<file path="src/design/lrupr_pkg.sv">
// shared constants and scan/update word types for the lru page replacement block
`default_nettype none
package lrupr_pkg;

    // defaults and fixed field widths
    localparam int FRAMES_DEF    = 8;
    localparam int PAGE_BITS_DEF = 16;
    localparam int PAGE_IN_W     = 16;
    localparam int SLOT_W        = 3;
    localparam int CFG_W         = 4;
    localparam int CNT_W         = 32;

    // widths that cover the largest supported frame count and page size
    localparam int IDX_W_MAX  = 6;
    localparam int RANK_W_MAX = 6;
    localparam int PAGE_W_MAX = 32;

    localparam logic [CFG_W-1:0] FRAMES_IN_USE_RST = 4'd8;

    // search word handed from cell to cell
    typedef struct packed {
        logic                  vld;
        logic                  match_found;
        logic [IDX_W_MAX-1:0]  match_idx;
        logic [RANK_W_MAX-1:0] match_rank;
        logic                  empty_found;
        logic [IDX_W_MAX-1:0]  empty_idx;
        logic                  best_found;
        logic [RANK_W_MAX-1:0] best_rank;
        logic [IDX_W_MAX-1:0]  best_idx;
        logic [PAGE_W_MAX-1:0] best_page;
    } scan_t;

    // update decision broadcast to every cell
    typedef struct packed {
        logic                  en;
        logic [IDX_W_MAX-1:0]  slot;
        logic                  write_page;
        logic                  age_all;
        logic [RANK_W_MAX-1:0] old_rank;
    } upd_t;

    localparam scan_t SCAN_IDLE = '0;

endpackage
`default_nettype wire

</file>
<file path="src/design/lru_page_replacement.sv">
// top level of the fully associative lru page replacement block
//
// Usage: raise start with page_number for one cycle while busy is low; the
// reference is taken at that clock edge and busy goes high. A search word
// walks the row of frame cells, one cell per cycle, collecting the first
// matching frame, the first empty frame and the oldest frame. In the cycle the
// word sits in the last cell the decision is applied to all cells at once and
// the result word (hit, frame_slot, evicted_valid, evicted_page, hit_total,
// fault_total) is registered from it and shown with done high for exactly one
// cycle. busy drops at the edge that raises done, so a new reference is taken
// only after the previous one is finished; the interval between references is
// set by the length of the cell row. The receiver cannot stall: each result is
// shown once and must be taken in that cycle.
// Configuration: cfg_write with cfg_data sets frames_in_use; write only while
// idle. A value of 0 acts as 1 and values above FRAMES act as FRAMES.
// Reset clears all valid marks, ranks, counters and sets frames_in_use to 8.
// hit_total and fault_total stay on the ports between results.
`default_nettype none
module lru_page_replacement #(
    parameter int FRAMES    = lrupr_pkg::FRAMES_DEF,
    parameter int PAGE_BITS = lrupr_pkg::PAGE_BITS_DEF
) (
    input  logic                            clk,
    input  logic                            rst_n,
    input  logic                            start,
    output logic                            busy,
    input  logic [lrupr_pkg::PAGE_IN_W-1:0] page_number,
    output logic                            done,
    output logic                            hit,
    output logic [lrupr_pkg::SLOT_W-1:0]    frame_slot,
    output logic                            evicted_valid,
    output logic [lrupr_pkg::PAGE_IN_W-1:0] evicted_page,
    output logic [lrupr_pkg::CNT_W-1:0]     hit_total,
    output logic [lrupr_pkg::CNT_W-1:0]     fault_total,
    input  logic                            cfg_write,
    input  logic [lrupr_pkg::CFG_W-1:0]     cfg_data
);
    import lrupr_pkg::*;

    logic                  busy_reg;
    logic                  busy_next;
    logic [CFG_W-1:0]      fiu_reg;
    logic [PAGE_BITS-1:0]  page_reg;
    logic [PAGE_W_MAX-1:0] page_wide;
    scan_t                 seed_reg;
    scan_t                 seed_next;
    scan_t                 cell_in [FRAMES];
    scan_t                 cell_out [FRAMES];
    logic [FRAMES-1:0]     active;
    scan_t                 last;
    logic                  start_acc;
    logic                  scan_end;
    logic                  dec_hit;
    logic                  dec_evict;
    logic [IDX_W_MAX-1:0]  dec_slot;
    upd_t                  upd;
    logic                  done_reg;
    logic                  hit_reg;
    logic [SLOT_W-1:0]     slot_reg;
    logic                  ev_valid_reg;
    logic [PAGE_IN_W-1:0]  ev_page_reg;
    logic [CNT_W-1:0]      hit_cnt_reg;
    logic [CNT_W-1:0]      hit_cnt_next;
    logic [CNT_W-1:0]      fault_cnt_reg;
    logic [CNT_W-1:0]      fault_cnt_next;

    assign start_acc = start && !busy_reg;
    assign page_wide = PAGE_W_MAX'(page_number);

    // row of frame cells
    genvar g;
    generate
        for (g = 0; g < FRAMES; g++)
        begin : g_cell
            if (g == 0)
            begin : g_head
                assign cell_in[g] = seed_reg;
                assign active[g]  = 1'b1;
            end
            else
            begin : g_body
                assign cell_in[g] = cell_out[g-1];
                assign active[g]  = (g < int'(fiu_reg));
            end
            lrupr_cell #(
                .FRAMES    (FRAMES),
                .PAGE_BITS (PAGE_BITS),
                .IDX       (g)
            ) u_cell (
                .clk      (clk),
                .rst_n    (rst_n),
                .active   (active[g]),
                .ref_page (page_reg),
                .scan_in  (cell_in[g]),
                .scan_out (cell_out[g]),
                .upd      (upd)
            );
        end
    endgenerate

    // decision from the finished search word
    assign last     = cell_out[FRAMES-1];
    assign scan_end = last.vld;

    always_comb
    begin
        dec_hit   = last.match_found;
        dec_evict = !last.match_found && !last.empty_found;
        if (last.match_found)
        begin
            dec_slot = last.match_idx;
        end
        else if (last.empty_found)
        begin
            dec_slot = last.empty_idx;
        end
        else
        begin
            dec_slot = last.best_idx;
        end
        upd.en         = scan_end;
        upd.slot       = dec_slot;
        upd.write_page = !dec_hit;
        upd.age_all    = !dec_hit;
        upd.old_rank   = last.match_rank;
    end

    // seed word, busy flag and saturating counters
    always_comb
    begin
        seed_next     = SCAN_IDLE;
        seed_next.vld = start_acc;

        busy_next = busy_reg;
        if (start_acc)
        begin
            busy_next = 1'b1;
        end
        else if (scan_end)
        begin
            busy_next = 1'b0;
        end

        hit_cnt_next   = hit_cnt_reg;
        fault_cnt_next = fault_cnt_reg;
        if (scan_end && dec_hit && (hit_cnt_reg != '1))
        begin
            hit_cnt_next = hit_cnt_reg + CNT_W'(1);
        end
        if (scan_end && !dec_hit && (fault_cnt_reg != '1))
        begin
            fault_cnt_next = fault_cnt_reg + CNT_W'(1);
        end
    end

    // control registers
    always_ff @(posedge clk or negedge rst_n)
    begin
        if (!rst_n)
        begin
            busy_reg      <= 1'b0;
            seed_reg      <= SCAN_IDLE;
            done_reg      <= 1'b0;
            fiu_reg       <= FRAMES_IN_USE_RST;
            hit_cnt_reg   <= '0;
            fault_cnt_reg <= '0;
        end
        else
        begin
            busy_reg      <= busy_next;
            seed_reg      <= seed_next;
            done_reg      <= scan_end;
            hit_cnt_reg   <= hit_cnt_next;
            fault_cnt_reg <= fault_cnt_next;
            if (cfg_write)
            begin
                fiu_reg <= cfg_data;
            end
        end
    end

    // payload registers
    always_ff @(posedge clk)
    begin
        if (start_acc)
        begin
            page_reg <= page_wide[PAGE_BITS-1:0];
        end
        if (scan_end)
        begin
            hit_reg      <= dec_hit;
            slot_reg     <= dec_slot[SLOT_W-1:0];
            ev_valid_reg <= dec_evict;
            ev_page_reg  <= dec_evict ? last.best_page[PAGE_IN_W-1:0] : '0;
        end
    end

    assign busy          = busy_reg;
    assign done          = done_reg;
    assign hit           = hit_reg;
    assign frame_slot    = slot_reg;
    assign evicted_valid = ev_valid_reg;
    assign evicted_page  = ev_page_reg;
    assign hit_total     = hit_cnt_reg;
    assign fault_total   = fault_cnt_reg;

endmodule
`default_nettype wire

</file>
<file path="src/design/lrupr_cell.sv">
// one frame cell: holds page, valid mark and recency rank, and merges the search word
`default_nettype none
module lrupr_cell #(
    parameter int FRAMES    = lrupr_pkg::FRAMES_DEF,
    parameter int PAGE_BITS = lrupr_pkg::PAGE_BITS_DEF,
    parameter int IDX       = 0
) (
    input  logic                 clk,
    input  logic                 rst_n,
    input  logic                 active,
    input  logic [PAGE_BITS-1:0] ref_page,
    input  lrupr_pkg::scan_t     scan_in,
    output lrupr_pkg::scan_t     scan_out,
    input  lrupr_pkg::upd_t      upd
);
    import lrupr_pkg::*;

    localparam int RANK_W = (FRAMES > 1) ? $clog2(FRAMES) : 1;
    localparam logic [RANK_W-1:0]    RANK_MAX = RANK_W'(FRAMES - 1);
    localparam logic [IDX_W_MAX-1:0] MY_IDX   = IDX_W_MAX'(IDX);

    logic [PAGE_BITS-1:0]  page_reg;
    logic                  valid_reg;
    logic                  valid_next;
    logic [RANK_W-1:0]     rank_reg;
    logic [RANK_W-1:0]     rank_next;
    scan_t                 scan_reg;
    scan_t                 scan_next;
    logic [RANK_W_MAX-1:0] rank_ext;
    logic                  is_slot;
    logic                  ages;

    assign rank_ext = RANK_W_MAX'(rank_reg);
    assign scan_out = scan_reg;

    // merge this frame into the passing search word
    always_comb
    begin
        scan_next = scan_in;
        if (active && valid_reg && !scan_in.match_found && (page_reg == ref_page))
        begin
            scan_next.match_found = 1'b1;
            scan_next.match_idx   = MY_IDX;
            scan_next.match_rank  = rank_ext;
        end
        if (active && !valid_reg && !scan_in.empty_found)
        begin
            scan_next.empty_found = 1'b1;
            scan_next.empty_idx   = MY_IDX;
        end
        if (active && (!scan_in.best_found || (rank_ext > scan_in.best_rank)))
        begin
            scan_next.best_found = 1'b1;
            scan_next.best_rank  = rank_ext;
            scan_next.best_idx   = MY_IDX;
            scan_next.best_page  = PAGE_W_MAX'(page_reg);
        end
    end

    // apply the broadcast decision: refresh the chosen frame, age younger ones on a hit and all others on a miss
    assign is_slot = (upd.slot == MY_IDX);
    assign ages    = active && valid_reg && !is_slot
                     && (upd.age_all || (rank_ext < upd.old_rank))
                     && (rank_reg < RANK_MAX);

    always_comb
    begin
        valid_next = valid_reg;
        rank_next  = rank_reg;
        if (upd.en)
        begin
            if (is_slot)
            begin
                valid_next = 1'b1;
                rank_next  = '0;
            end
            else if (ages)
            begin
                rank_next = rank_reg + RANK_W'(1);
            end
        end
    end

    // page store, undefined until first written
    always_ff @(posedge clk)
    begin
        if (upd.en && is_slot && upd.write_page)
        begin
            page_reg <= ref_page;
        end
    end

    // control state
    always_ff @(posedge clk or negedge rst_n)
    begin
        if (!rst_n)
        begin
            valid_reg <= 1'b0;
            rank_reg  <= '0;
            scan_reg  <= SCAN_IDLE;
        end
        else
        begin
            valid_reg <= valid_next;
            rank_reg  <= rank_next;
            scan_reg  <= scan_next;
        end
    end

endmodule
`default_nettype wire

</file>
<file path="config.mk">
export PLATFORM = sky130hd
export DESIGN_NAME = lru_page_replacement
export DESIGN_NICKNAME = d
export VERILOG_FILES = /design/src/design/lrupr_pkg.sv /design/src/design/lru_page_replacement.sv /design/src/design/lrupr_cell.sv
export SDC_FILE = /design/constraint.sdc
export NUM_CORES = 1
export LEC_CHECK = 0
export BUFFER_PORTS_ARGS = -buffer_cell sky130_fd_sc_hd__buf_4
export CORE_ASPECT_RATIO = 0.75
export CORE_MARGIN = 10
export CORE_UTILIZATION = 45
export CTS_BUF_LIST = sky130_fd_sc_hd__clkbuf_8
export CTS_CLUSTER_DIAMETER = 60
export DETAILED_ROUTE_END_ITERATION = 10
export GPL_TIMING_DRIVEN = 0
export PLACE_DENSITY = 0.59
export REMOVE_ABC_BUFFERS = 1
export SLEW_MARGIN = 5
export SYNTH_ARGS = -nofsm -noshare
export SYNTH_HDL_FRONTEND = slang
export SYNTH_HIERARCHICAL = 1
export SYNTH_SLANG_ARGS = --single-unit
</file>
<file path="constraint.sdc">
create_clock -name clk -period 5.4 [get_ports clk]
set_input_delay 0.54 -clock clk [delete_from_list [all_inputs] [get_ports clk]]
set_output_delay 0.54 -clock clk [all_outputs]
set_load 0.1 [all_outputs]
</file>
# == Word level (Yosys, flattened, before mapping) ==
# Cells that the tools add are included.
# totals
out_inout_bits,87
register_bits,748
inputBits,24
# classes
addsub,10
n_eq_ne,17
magnitude_cmp,30
reduce_logical,169
muxes,43
# ops
op,n
45-bit 2-to-1 mux,6
16-bit equality test,8
13-bit 2-to-1 mux,8
1-bit logical AND,89
32-bit by 1-bit adder with 32-bit output (second input constant),2
32-bit inequality test (second input constant),2
7-bit 2-to-1 mux,8
3-bit by 6-bit less-than comparator with 1-bit output,8
3-bit 2-to-1 mux,16
1-bit logical NOT,39
38-bit 2-to-1 mux,1
3-bit by 6-bit greater-than comparator with 1-bit output,6
2-bit AND reduction,16
3-bit by 1-bit adder with 3-bit output (second input constant),8
6-bit by 3-bit equality test with 1-bit output (second input constant),4
3-bit less-than comparator (second input constant),8
2-bit nonzero test,9
3-bit by 4-bit less-than comparator with 1-bit output (first input constant),4
1-bit logical OR,15
6-bit by 2-bit equality test with 1-bit output (second input constant),2
6-bit 2-to-1 mux,2
2-bit by 4-bit less-than comparator with 1-bit output (first input constant),2
6-bit by 1-bit equality test with 1-bit output (second input constant),1
6-bit logical NOT,1
3 further kinds,4

# == Longest topological paths before layout ==
# Gate-level depths: netlist (run 1).
# depth
depth_word,9
mapped_depth,9
ltp_nobuf,7

# == By module ==
# Netlist (run 1), hierarchy kept.
# by_module_without_submodules
mod,instances,area_each_um2,cells_each,seq_area_each_um2
lrupr_cell (g_cell[1].u_cell ...),2,3274.4,220,2232.1
lrupr_cell (g_cell[5].u_cell ...),2,3270.6,220,2232.1
lru_page_replacement,1,4748.3,392,2889.0
lrupr_cell (g_cell[4].u_cell),1,3268.1,221,2232.1
lrupr_cell (g_cell[7].u_cell),1,3268.1,220,2232.1
lrupr_cell (g_cell[3].u_cell),1,3266.9,221,2232.1
lrupr_cell (g_cell[0].u_cell),1,3264.4,223,2232.1

# == Worst setup path after synthesis (run 1) ==
# Ideal clock, no wire load.
# synth_timing
kind,register to register
startpoint,register g_cell[7].u_cell.scan_reg (netlist bit g_cell[7].u_cell/scan_out[65])
endpoint,register fault_cnt_reg[27] (netlist: fault_total[27])
stages_incl_launch_ff,8
required_ns,5.237
setup_time_ns,0.163
slack_ns,2.439
path_buffers,2
arrival_ns,2.798
synth_period_minus_slack_ns,2.961
cell_sequence,dfrtp_1 and4b_1 and3_1 clkbuf_1 nor2b_1 clkbuf_1 nor4bb_1 xor2_1
# synth_between
elab_chain_len,2
# synth_rtl
element,line_no,text
start: declaration,lrupr_cell.sv:27,scan_t scan_reg;
start signal: assignment,lrupr_cell.sv:106,scan_reg <= scan_next;
1-bit logical AND (2 in a row),lru_page_replacement.sv:150,if (scan_end && !dec_hit && (fault_cnt_reg != '1))
end signal: assignment,lru_page_replacement.sv:174,fault_cnt_reg <= fault_cnt_next;
end: declaration,lru_page_replacement.sv:64,logic [CNT_W-1:0] fault_cnt_reg;
# No other way between the ends.
# A chain may end at the register's enable or synchronous reset.

# == Final worst setup path (run 1) ==
# layout_timing
startpoint,register g_cell[7].u_cell.scan_reg (netlist bit g_cell[7].u_cell/scan_out[64])
endpoint,"register g_cell[1].u_cell.page_reg[10], enable pin"
# layout_between
elab_chain_len,4
elab_cells_between_ends,5
# layout_rtl
element,line_no,text
6-bit 2-to-1 mux,lru_page_replacement.sv:109,if (last.match_found)
named net dec_slot[0],lru_page_replacement.sv:55,logic [IDX_W_MAX-1:0] dec_slot;
6-bit by 1-bit equality test with 1-bit output,lrupr_cell.sv:61,assign is_slot = (upd.slot == MY_IDX);
1-bit logical AND (2 in a row),lrupr_cell.sv:87,if (upd.en && is_slot && upd.write_page)
end signal: assignment,lrupr_cell.sv:89,page_reg <= ref_page;
end: declaration,lrupr_cell.sv:22,logic [PAGE_BITS-1:0] page_reg;
# The timed path passes the listed nets, and every way through them passes these cells.

==> run metrics, run 1 <==
Final Hold Fails=0; Initial Utilization=45.33%; DRC Markers=0; Int Pwr=9492 uW; area of the multi-input gates=8887 sq um; switching portion of total power=29.24%; Max-slew headroom=15.66%; Power Density=436.9 nW/um^2; Slew Limit Fails=0; post-route insts no fill=3003; GP Congestion=0.8176; Clock Sinks=661; Pleak=0.01342 uW; worst reg2reg setup slack=1.49 ns; Detailed Route Iter0 Violations=786; cell row count=77; max reg flops=393; placed cells=2796; Reg power frac=49.8%; Final setup viols=0; Hold WC Path Type=in -> reg; vias in the first global route=14.83k; maxcap violations=0; FMAX=255.7 MHz; Core Util, Final=52.24%; Worst Setup Start Kind=flop; nets=2202; Worst Setup Path Type=reg -> reg; via count=14.39k; CP Max Fanout=21; CTS H-Tree Depth=3; IO Count=111; post-synthesis cell count=1879; FF+latch area=17370 sq um; largest net degree at the start of global routing=126; Logic pwr share=19.2%; status=completed; hpwl dp=34820 um; drt pass-1 iters=5; CP Capture Type=flop; Fillers=4953; RSZ-0062 raised after global routing=false; Die Span Y=230.7 um; final period utilization=72.41%; Register-to-Register Path Depth=4; clock network power share=31.0%; GRT overflow=0; area delta synth->final=15.26%; Max clock buf depth=3; antenna-violating nets left=0; CTS buffer count=103; CTS tree=yes; PostCTS Resize Cnt=0; Tot GR Track Use=14.80%; initial antenna violation count=1; Total Routed Length=50680 um; Vias/cell=4.791; CP Data Arrival Time=4.23 ns; total power=13410 uW; Mean Syn Cell Area=14.18 sq um; VDD IR max=0.0001947 V; synthesized area=26640 sq um; Net Sw Power=3922 uW; Fin Clk Skew=0.03260 ns; setup TNS=0 ns; Wirelength per Cell=16.88 um; width of the chip=300.9 um; I/O Buffers=110; Hold Path Depth=2; minimum clock period=3.910 ns; root buf cell=clkbuf_8; first-pass GRT wire length=82650 um; die outline area=69430 sq um; Worst-path clk slew=0.06 ns; Worst-Margin Slew=1.252 ns; Core Area=58770 sq um; Req. time, crit path=5.72 ns; clock latency on the worst-skew pair=0.70 ns; yosys warns=6; layout cells sized above 1=23.25%; postcts setup bufs=0
power groups by stage:
stage	Clock (uW)	Combinational [uW]	Sequential [uW]
after floorplan	0	1540	6960
final	4160	2580	6680
after global routing	4540	2860	6790
after detailed placement	0	2580	6770
after CTS	4310	2620	6690
after global placement	0	2470	6780
cell usage in the layout, fill, tap and decap left out, types with 38 or more instances in the layout:
cell and count:
and2_1 74, buf_4 109, clkbuf_8 125, conb_1 63, dfrtp_1 494, edfxtp_1 165, ha_1 50, inv_1 82
mux2_2 168, nand2_1 55, nand2b_1 45, nand3_1 64, nor2b_1 108, or2_2 38, xnor2_1 68, xor2_1 119
path summary, 6_finish.rpt:
| check | end | from |
|---|---|---|
| worst max-delay path | g_cell[1].u_cell/page_reg[10]$_DFFE_PP_ | g_cell[7].u_cell/scan_out[64]$_DFF_PN0_ |
| worst min-delay path | fiu_reg[3]$_DFFE_PN1P_ | cfg_data[3] |
| worst max register to register | g_cell[1].u_cell/page_reg[10]$_DFFE_PP_ | g_cell[7].u_cell/scan_out[64]$_DFF_PN0_ |
| worst min register to register | g_cell[4].u_cell/scan_out[65]$_DFF_PN0_ | g_cell[3].u_cell/scan_out[65]$_DFF_PN0_ |
| max in group asynchronous | g_cell[0].u_cell/scan_out[40]$_DFF_PN0_ | rst_n |
| min in group asynchronous | g_cell[7].u_cell/scan_out[65]$_DFF_PN0_ | rst_n |
final cells by class:
class,instances,share of cell area [%]
flip-flops and latches,661,56.57
multi-input cells,1173,28.95
clock buffers,125,5.603
repair buffers,133,3.741
well taps,790,3.219
clock inverters,63,1.218
inverters,56,0.6846
diodes,2,0.01630
per-stage QoR:
stage / area (sq um) / setup WS, ns / hold WS, ns
after floorplan: 26460 / 2.507 / 0.2444
after global placement: 28280 / -1.326 / 0.3346
after detailed placement: 28430 / 1.488 / 0.3370
after CTS: 30700 / 1.497 / 0.01238
after global routing: 30700 / 1.259 / 0.03159
final: 30700 / 1.490 / 0.08587
what timing repair did:
item | CTS | global route
endpoints found under the setup margin | 0 | 0
hold buffers | 17 | 0
endpoints found under the hold margin | 90 | 0
routing by layer:
| layer | share of wire, % | up-vias | routed length, um | track usage [%] |
|---|---|---|---|---|
| met5 | 0 | - | 0 | 0 |
| met4 | 2.3 | 0 | 1172 | 4.829 |
| met3 | 4.6 | 93 | 2344 | 3.413 |
| met2 | 43 | 282 | 21690 | 21.37 |
| met1 | 50 | 7020 | 25470 | 21.73 |
| li1 | - | 6992 | - | - |
critical path, cell delays in order, from the launching register on:
cell	delay (ns)
dfrtp_1	0.64
o21ai_0	1.09
or4b_1	0.53
nor3_2	0.45
and3_1	0.79
No activity file was read; power rests on OpenSTA's default activity.
==> inputs of run 2 (changes only) <==
--- a/config.mk
+++ b/config.mk
@@ -5,6 +5,7 @@
 export SDC_FILE = /design/constraint.sdc
 export NUM_CORES = 1
 export LEC_CHECK = 0
+export ABC_AREA = 1
 export BUFFER_PORTS_ARGS = -buffer_cell sky130_fd_sc_hd__buf_4
 export CORE_ASPECT_RATIO = 0.75
 export CORE_MARGIN = 10
==> constraint.sdc (replaced) <==
create_clock -name clk -period 3.6 [get_ports clk]
set_input_delay 0.36 -clock clk [delete_from_list [all_inputs] [get_ports clk]]
set_output_delay 0.36 -clock clk [all_outputs]
set_load 0.1 [all_outputs]
==> run metrics, run 2 <==
status=completed; critical path's largest stage delay=0.69 ns; post-synthesis cell count=3218; ANT cells=0; Fillers=5757; final instance area=33460 sq um; root buf cell=clkbuf_8; CTS buffer count=107; CP Data Arrival Time=3.63 ns; Register-to-Register Path Depth=8; RSZ-0062 raised after global routing=false; IO Count=111; I/O Buffers=110; CP Capture Type=flop; die outline area=75020 sq um; Worst-Margin Slew=1.198 ns; max reg flops=393; CTS tree=yes; Total Routed Length=63650 um; drt pass-1 iters=6; Pleak=0.01694 uW; yosys warns=6; Slew Limit Fails=0; cell row count=80; Worst Setup Start Kind=flop; Core Area=63660 sq um; antenna-violating nets left=0; commonest non-fill, non-tap cell in the layout=nand2_1; maxcap violations=0; VDD IR max=0.0002573 V; vias in the first global route=20.41k; via count=20.55k; CTS H-Tree Depth=3; worst reg2reg setup slack=0.29 ns; Final setup viols=0; initial antenna violation count=0; GP Congestion=0.8941; CP Buf/Inv Count=2; minimum clock period=3.315 ns; width of the chip=313.0 um; delay-heaviest family, CP=simple AND/OR/NAND/NOR gates; clock latency on the worst-skew pair=0.70 ns; Tot GR Track Use=17.04%; area delta synth->final=15.53%; synthesized area=28970 sq um; CP Cell Sequence=clkinv_2 > nor2_1 > a21oi_1 > inv_1 > nand2_1 > nor3_1 > nand4_1 > nor2_2; Mean Syn Cell Area=9.001 sq um; Die Span Y=239.7 um; layout cells sized above 1=10.55%; CP Max Fanout=23; FMAX=301.7 MHz; Clock Sinks=661; Vias/cell=4.666; first-pass GRT wire length=104900 um; Hold WC Path Type=in -> async; Fin Clk Skew=0.03222 ns; Initial Utilization=45.50%; DRC Markers=0; nets=3526; Max clock buf depth=3; commonest cells after routing, fill and taps aside=1054 x nand2_1, 526 x inv_1, 494 x dfrtp_1, 256 x nor2_1, 165 x edfxtp_1; Detailed Route Iter0 Violations=1610; largest net degree at the start of global routing=116; dpl ws=-0.5407 ns; reg2reg start=g_cell[7].u_cell/scan_out[64]$_DFF_PN0_; hpwl dp=46010 um; Max-slew headroom=20.10%; Final Hold Fails=0; Crit-path slowest cell=nor2_2; final period utilization=92.07%; postcts setup bufs=0; total power=16120 uW; Wirelength per Cell=14.45 um; Req. time, crit path=3.91 ns; GRT overflow=0; post-route setup slack=0.2853 ns; Worst-path clk slew=0.06 ns; Power Density=481.8 nW/um^2; worst r2r dst=g_cell[5].u_cell/page_reg[9]$_DFFE_PP_; dpl cell area=30860 sq um; Worst Setup Path Type=reg -> reg
==> run 2: layout make-up <==
class	count	area, sq um	area share [%]
Sequential cell	661	17370	51.90
Multi-Input combinational cell	2027	9542	28.51
Clock buffer	141	1941	5.799
Inverter	508	1916	5.724
Timing Repair Buffer	147	1296	3.873
Tap cell	861	1077	3.219
Clock inverter	60	324.1	0.9684
==> run 2: per-stage QoR <==
| step | utilization, % | setup TNS, ns | instances | hold slack [ns] |
|---|---|---|---|---|
| floorplan | - | 0 | 3196 | 0.06441 |
| CTS | 52.54 | 0 | 4405 | 0.1252 |
| detailed placement | 48.48 | -39.07 | 4175 | 0.3192 |
| global placement | 48.19 | -1428.07 | 4167 | 0.3320 |
| finish | 52.57 | 0 | 4405 | 0.1683 |
| global route | 52.57 | 0 | 4405 | 0.1883 |
==> run 2: where the power goes <==
| part | switching [uW] | total [uW] | leakage [uW] | internal, uW |
|---|---|---|---|---|
| clock | 2960 | 6610 | 0.00130 | 3650 |
| sequential | 194 | 8430 | 0.00767 | 8240 |
| combinational | 720 | 1080 | 0.00797 | 362 |
| total | 3870 | 16100 | 0.0169 | 12200 |
==> run 2: routing by layer <==
layer | GRT usage [%] | routed length [um] | vias up
met1 | 23.96 | 30820 | 9434
met2 | 25.57 | 27290 | 538
met5 | 0 | 0 | -
li1 | - | - | 10430
met4 | 6.241 | 1918 | 0
met3 | 3.816 | 3625 | 152
==> run 2: repair_timing <==
item / CTS / global route
resized for setup: 10 / 3
endpoints found under the hold margin: 116 / 0
setup endpoints to repair: 128 / 112
hold buffers: 29 / 0
==> run 2: how the worst max path moves through the flow <==
stage,depth (start not counted),start,end
after floorplan,10,hit_total[0]$_DFFE_PN0P_,hit_total[30]$_DFFE_PN0P_
after global placement,1,rst_n,hit_total[15]$_DFFE_PN0P_
after detailed placement,7,g_cell[7].u_cell/scan_out[64]$_DFF_PN0_,g_cell[7].u_cell/page_reg[2]$_DFFE_PP_
after CTS,7,g_cell[7].u_cell/scan_out[64]$_DFF_PN0_,g_cell[3].u_cell/page_reg[13]$_DFFE_PP_
after global routing,8,g_cell[7].u_cell/scan_out[64]$_DFF_PN0_,g_cell[5].u_cell/page_reg[9]$_DFFE_PP_
final,8,g_cell[7].u_cell/scan_out[64]$_DFF_PN0_,g_cell[5].u_cell/page_reg[9]$_DFFE_PP_
